`config.mk`:
```
export PLATFORM = sky130hd
export DESIGN_NAME = pxf_front
export DESIGN_NICKNAME = d
export VERILOG_FILES = /design/src/design/pxf_pkg.sv /design/src/design/pxf_front.sv
export SDC_FILE = /design/constraint.sdc
export NUM_CORES = 1
export LEC_CHECK = 0
export BUFFER_PORTS_ARGS = -buffer_cell sky130_fd_sc_hd__buf_2
export CORE_MARGIN = 8
export CORE_UTILIZATION = 57
export DETAILED_ROUTE_END_ITERATION = 16
export PLACE_DENSITY = 0.79
export SYNTH_ARGS = -nofsm -noshare
export SYNTH_HDL_FRONTEND = slang
export SYNTH_SLANG_ARGS = --single-unit
```
`constraint.sdc`:
```
create_clock -name clock -period 5.75 [get_ports clock]
set_input_delay 0.8625 -clock clock [delete_from_list [all_inputs] [get_ports clock]]
set_output_delay 0.8625 -clock clock [all_outputs]
set_load 0.005 [all_outputs]
```
`src/design/pxf_pkg.sv`:
```
package pxf_pkg;

   // Table geometry.
   localparam int TABLE_ENTRIES = 128;
   localparam int TBL_AW = (TABLE_ENTRIES > 1) ? $clog2(TABLE_ENTRIES) : 1;
   localparam logic [TBL_AW-1:0] TBL_LAST = TBL_AW'(TABLE_ENTRIES - 1);

   // Header hold buffer.
   localparam int HOLD_LEN = 42;
   localparam int HOLD_AW = 6;
   localparam logic [HOLD_AW-1:0] HOLD_FULL = HOLD_AW'(HOLD_LEN);

   // Command queue between the front and the back.
   localparam int Q_DEPTH = 4;
   localparam int Q_AW = 2;

   // Operation codes on the request channel.
   localparam logic [1:0] OP_BYTE = 2'd0;
   localparam logic [1:0] OP_ARP_WR = 2'd1;
   localparam logic [1:0] OP_FWD_WR = 2'd2;

   // Frame layout.
   localparam logic [15:0] ETYPE_ARP = 16'h0806;
   localparam logic [15:0] ETYPE_IPV4 = 16'h0800;
   localparam logic [HOLD_AW-1:0] OFF_SRC = 6'd6;
   localparam logic [HOLD_AW-1:0] OFF_ETYPE = 6'd12;
   localparam logic [HOLD_AW-1:0] MIN_ETH = 6'd14;
   localparam logic [HOLD_AW-1:0] OFF_OPCODE = 6'd20;
   localparam logic [HOLD_AW-1:0] OFF_SHA = 6'd22;
   localparam logic [HOLD_AW-1:0] OFF_SPA = 6'd28;
   localparam logic [HOLD_AW-1:0] OFF_DIP = 6'd30;
   localparam logic [HOLD_AW-1:0] OFF_THA = 6'd32;
   localparam logic [HOLD_AW-1:0] MIN_IPV4 = 6'd34;
   localparam logic [HOLD_AW-1:0] OFF_TPA = 6'd38;
   localparam logic [HOLD_AW-1:0] MAC_LEN = 6'd6;
   localparam logic [HOLD_AW-1:0] IP_LEN = 6'd4;
   localparam logic [7:0] ARP_OP_REPLY = 8'h02;

   typedef enum logic [1:0] {
      KIND_BYTE,
      KIND_ARP_WR,
      KIND_FWD_WR
   } kind_type;

   typedef struct packed {
      kind_type kind;
      logic [7:0] data_byte;
      logic last_byte;
      logic [TBL_AW-1:0] slot;
      logic [31:0] ip;
      logic [47:0] mac;
      logic [15:0] port;
      logic valid;
   } cmd_type;

   typedef struct packed {
      logic [31:0] ip;
      logic [47:0] mac;
      logic [15:0] port;
   } entry_type;

   typedef enum logic [1:0] {
      MODE_PASS,
      MODE_ARP,
      MODE_FWD
   } mode_type;

   typedef enum logic [1:0] {
      ST_IDLE,
      ST_SCAN,
      ST_READ,
      ST_SEND
   } state_type;

endpackage

```
`src/design/pxf_front.sv`:
```
module pxf_front (
   input logic clock,
   input logic reset,
   input logic push,
   output logic full,
   input logic [1:0] req_operation,
   input logic [7:0] req_data_byte,
   input logic req_last_byte,
   input logic [6:0] req_table_slot,
   input logic [31:0] req_entry_ip,
   input logic [47:0] req_entry_mac,
   input logic [15:0] req_entry_port,
   input logic req_entry_valid,
   input logic deq,
   output logic q_valid,
   output pxf_pkg::cmd_type q_cmd
);
   import pxf_pkg::*;

   cmd_type cmd;
   logic take;
   logic enq;
   logic [31:0] slot_ext;
   cmd_type q_mem [Q_DEPTH];
   logic [Q_AW-1:0] wr_ptr_ff, wr_ptr_in;
   logic [Q_AW-1:0] rd_ptr_ff, rd_ptr_in;
   logic [Q_AW:0] count_ff, count_in;

   // Classify the incoming transaction; unused codes and slots beyond the table are dropped.
   always_comb begin
      slot_ext = 32'(req_table_slot);
      cmd.kind = KIND_BYTE;
      cmd.data_byte = req_data_byte;
      cmd.last_byte = req_last_byte;
      cmd.slot = slot_ext[TBL_AW-1:0];
      cmd.ip = req_entry_ip;
      cmd.mac = req_entry_mac;
      cmd.port = req_entry_port;
      cmd.valid = req_entry_valid;
      take = 1'b0;
      unique case (req_operation)
         OP_BYTE: begin
            cmd.kind = KIND_BYTE;
            take = 1'b1;
         end
         OP_ARP_WR: begin
            cmd.kind = KIND_ARP_WR;
            take = (slot_ext < 32'(TABLE_ENTRIES));
         end
         OP_FWD_WR: begin
            cmd.kind = KIND_FWD_WR;
            take = (slot_ext < 32'(TABLE_ENTRIES));
         end
         default: begin
            take = 1'b0;
         end
      endcase
   end

   // Queue pointers and fill count.
   assign full = (count_ff == (Q_AW + 1)'(Q_DEPTH));
   assign enq = push && !full && take;
   assign q_valid = (count_ff != '0);
   assign q_cmd = q_mem[rd_ptr_ff];

   always_comb begin
      wr_ptr_in = enq ? wr_ptr_ff + 1'b1 : wr_ptr_ff;
      rd_ptr_in = deq ? rd_ptr_ff + 1'b1 : rd_ptr_ff;
      count_in = count_ff + (Q_AW + 1)'(enq) - (Q_AW + 1)'(deq);
   end

   always_ff @(posedge clock) begin
      if (reset) begin
         wr_ptr_ff <= '0;
         rd_ptr_ff <= '0;
         count_ff <= '0;
      end else begin
         wr_ptr_ff <= wr_ptr_in;
         rd_ptr_ff <= rd_ptr_in;
         count_ff <= count_in;
      end
   end

   // Queue storage.
   always_ff @(posedge clock) begin
      if (enq) begin
         q_mem[wr_ptr_ff] <= cmd;
      end
   end

endmodule

```
==> reports/qor.yml <==
status: "finished, final reports clean"
fillCellCount: 1809
worst_pin_slew_ns: 1.036
synthesis.nets: 776
hold_viol_final: 0
die_w_um: 189.0
pin_count: 236
hp-class: "register to register"
synth_area_um2: 17050
r2r-end: "q_mem[3][26]"
dieArea_um2: 35710
std_cell_rows: 63
yosys_warnings: 0
clk_latency_ns: 0.54
yosys-top-cells-area: "edfxtp_1, mux4_2, dfxtp_1"
ys.flop_type: "edfxtp_1"
synth_seq_cells: 469
wire_per_inst_um: 25.59
yosys.cell_count.top_type: "edfxtp_1"
grt.overflow.total: 0
portBuffers: 235
synth_commonest_cells: "edfxtp_1, mux4_2, buf_2"
grt_usage: 0.1908
setup_tns_ns: 0
coreArea_um2: 29560
drc_errors: 0
gp_congestion: 0.7198
viasPerCell: 5.756
leakagePower_nw: 6.782
nets: 1045
cp_top_family: "flip-flops"
max_cap_viol_count: 0
crit_end: "q_cmd[90]"
p_per_area_nw_per_um2: 392.7
post_cts_buffers: 0
cp_slowest_stage_delay_ns: 0.93
worstSetupPathType: "register to output port"
synth_edf_count: 460
cts_root_buffer: "clkbuf_16"
max_freq_mhz: 269.9
antenna_found_initial: 6
fin_area_um2: 20210
setup_violations: 0
ant_nets: 0
slew_headroom: 0.3092
ir_drop_v: 0.0003000
cp-start-kind: "register"
numCtsBuffers: 46
wl_mm: 34.55
period_minus_slack_ns: 3.705
grt_pass1_vias: 8422
cts_sinks: 469
grt_pass1_wl_mm: 51.05
skew_ns: 0.01378
slew_viol_final: 0
cp.depth: 3
critPathSlowestCell: "dfxtp_4"
synth-xor-area-share: 0.002054
first_iter_violations: 561
drt_pass1_iterations: 5
synth_top_area_cell: "edfxtp_1"
cts_tree: "built"
crit_path_cell_trace: "buf_4 -> mux4_2 -> buf_2"
cp_num_buf_inv: 2
rsz0062_at_grt: "false"
r2r_start: "count_ff[1]"
dp_hpwl_mm: 21.10
clk_path_buf_depth: 3
crit_path_end_kind: "output port"
cts.clk_slew.worst_paths_ns: 0.06
synth-simple-area-share: 0.006163
rrSetupSlack_ns: 3.04
drive_gt1_frac: 0.4555
whs_ns: 0.5225
postSynthAreaPerCell_um2: 26.23
cts_hold_buffers: 0
period_share: 0.6444
crit_fanout: 44
crit_arrival_ns: 2.84
h-tree-depth: 2
synth_compound_area_frac: 0.001174
synth_top_family_by_area: "multiplexers"
die_h_um: 189.0
yosysUniqueCellTypes: 21
ys_seq_area_frac: 0.8206
synth.area.mux_share: 0.1531
synthAdderAreaFrac: 0.005576
start_util: 0.5769
synthToLayoutAreaGrowth_pct: 18.50
grt_max_degree: 67
cts_resized: 0
r2r_cells: 4
place_area_um2: 18660
vias: 7771
yosys.area.top_type_share: 0.8100
async_flop_share: 0
syn_inst: 650
worstPathRequired_ns: 4.89
[worst min-delay path by stage]
| stage | cells after the start | end | slack (ns) | startpoint |
|---|---|---|---|---|
| final | 2 | wr_ptr_ff[1] | 0.52 | wr_ptr_ff[1] |
| after global routing | 1 | q_mem[2][21] | 0.52 | req_entry_mac[4] |
| after CTS | 1 | q_mem[3][41] | 0.52 | req_entry_mac[24] |
| after detailed placement | 2 | wr_ptr_ff[1] | 0.52 | wr_ptr_ff[1] |
| after global placement | 2 | register | 0.50 | rd_ptr_ff[1] |
| after floorplan | 2 | wr_ptr_ff[1] | 0.48 | wr_ptr_ff[1] |
[worst reg2reg max path, stage by stage, from the launching register on]
cell      delay, ns
dfxtp_1        0.44
nor3b_2        0.10
a211oi_4       0.36
and2_4         0.83
buf_4          0.61
[power by group]
group          internal [mW]  switching (mW)  leakage (nW)
registers               4.02          0.0943          4.27
clock network           1.82            1.18         0.741
logic                  0.392           0.430          1.77
[flip-flops by register name (all words and copies together) (netlist names), named ones only]
register   count
count_ff       3
wr_ptr_ff      2
q_mem        460
rd_ptr_ff      2
[cells in the final DEF, fill, tap and decap left out]
| cell type | instances |
|---|---|
| clkinvlp_4 | 2 |
| inv_6 | 1 |
| bufinv_16 | 6 |
| clkinv_2 | 5 |
| clkinv_1 | 8 |
| xnor2_1 | 2 |
| a211oi_4 | 1 |
| mux4_2 | 115 |
| buf_2 | 235 |
| or3_1 | 1 |
| nand2_1 | 1 |
| mux2_2 | 1 |
| dfxtp_4 | 2 |
| buf_4 | 13 |
| inv_1 | 6 |
| edfxtp_1 | 460 |
| clkbuf_1 | 13 |
| nor3b_2 | 1 |
| dfxtp_1 | 7 |
| ha_1 | 6 |
| nor2b_1 | 3 |
| diode_2 | 5 |
| and2_4 | 4 |
| fa_1 | 1 |
| nand2b_1 | 2 |
| mux2i_1 | 1 |
| nor2_1 | 7 |
| xor2_1 | 2 |
| clkbuf_16 | 49 |
[logic make-up after synthesis]
group                      after synthesis
AOI/OAI and AO/OA                        1
xor gates and xnor gates                 4
adders and majority gates                7
buffers and inverters                   33
DFF                                    469
muxes                                  117
and+or+nand+nor                         19
[metrics by stage]
step / setup WS [ns] / utilization / power [mW] / cells
floorplan: 1.338 / - / 4.635 / 650
global placement: 2.488 / 0.6313 / 4.992 / 1261
detailed placement: 2.473 / 0.6313 / 5.021 / 1261
CTS: 1.910 / 0.6832 / 8.019 / 1345
global route: 1.783 / 0.6833 / 8.200 / 1346
finish: 2.045 / 0.6836 / 7.937 / 1350
[cell type report]
class                      count  area, um^2  area share
antenna                        5       12.51   0.0006192
tap                          390       488.0     0.02415
multi-input combinational    148        2877      0.1423
sequential                   469       14000      0.6928
inverter                       6       22.52    0.001114
clock buffer                  62        1275     0.06309
clock inverter                22       259.0     0.01282
timing repair buffer         248        1274     0.06303
[routing by layer]
metal	vias to the layer above	part of all wire	global-route usage
met1	4042	0.38	0.2389
met2	322	0.51	0.3226
met3	59	0.081	0.04967
li1	3338	-	-
met4	10	0.024	0.06374
met5	-	0.0020	0
Note: power is estimated with default switching activity, not from simulation.
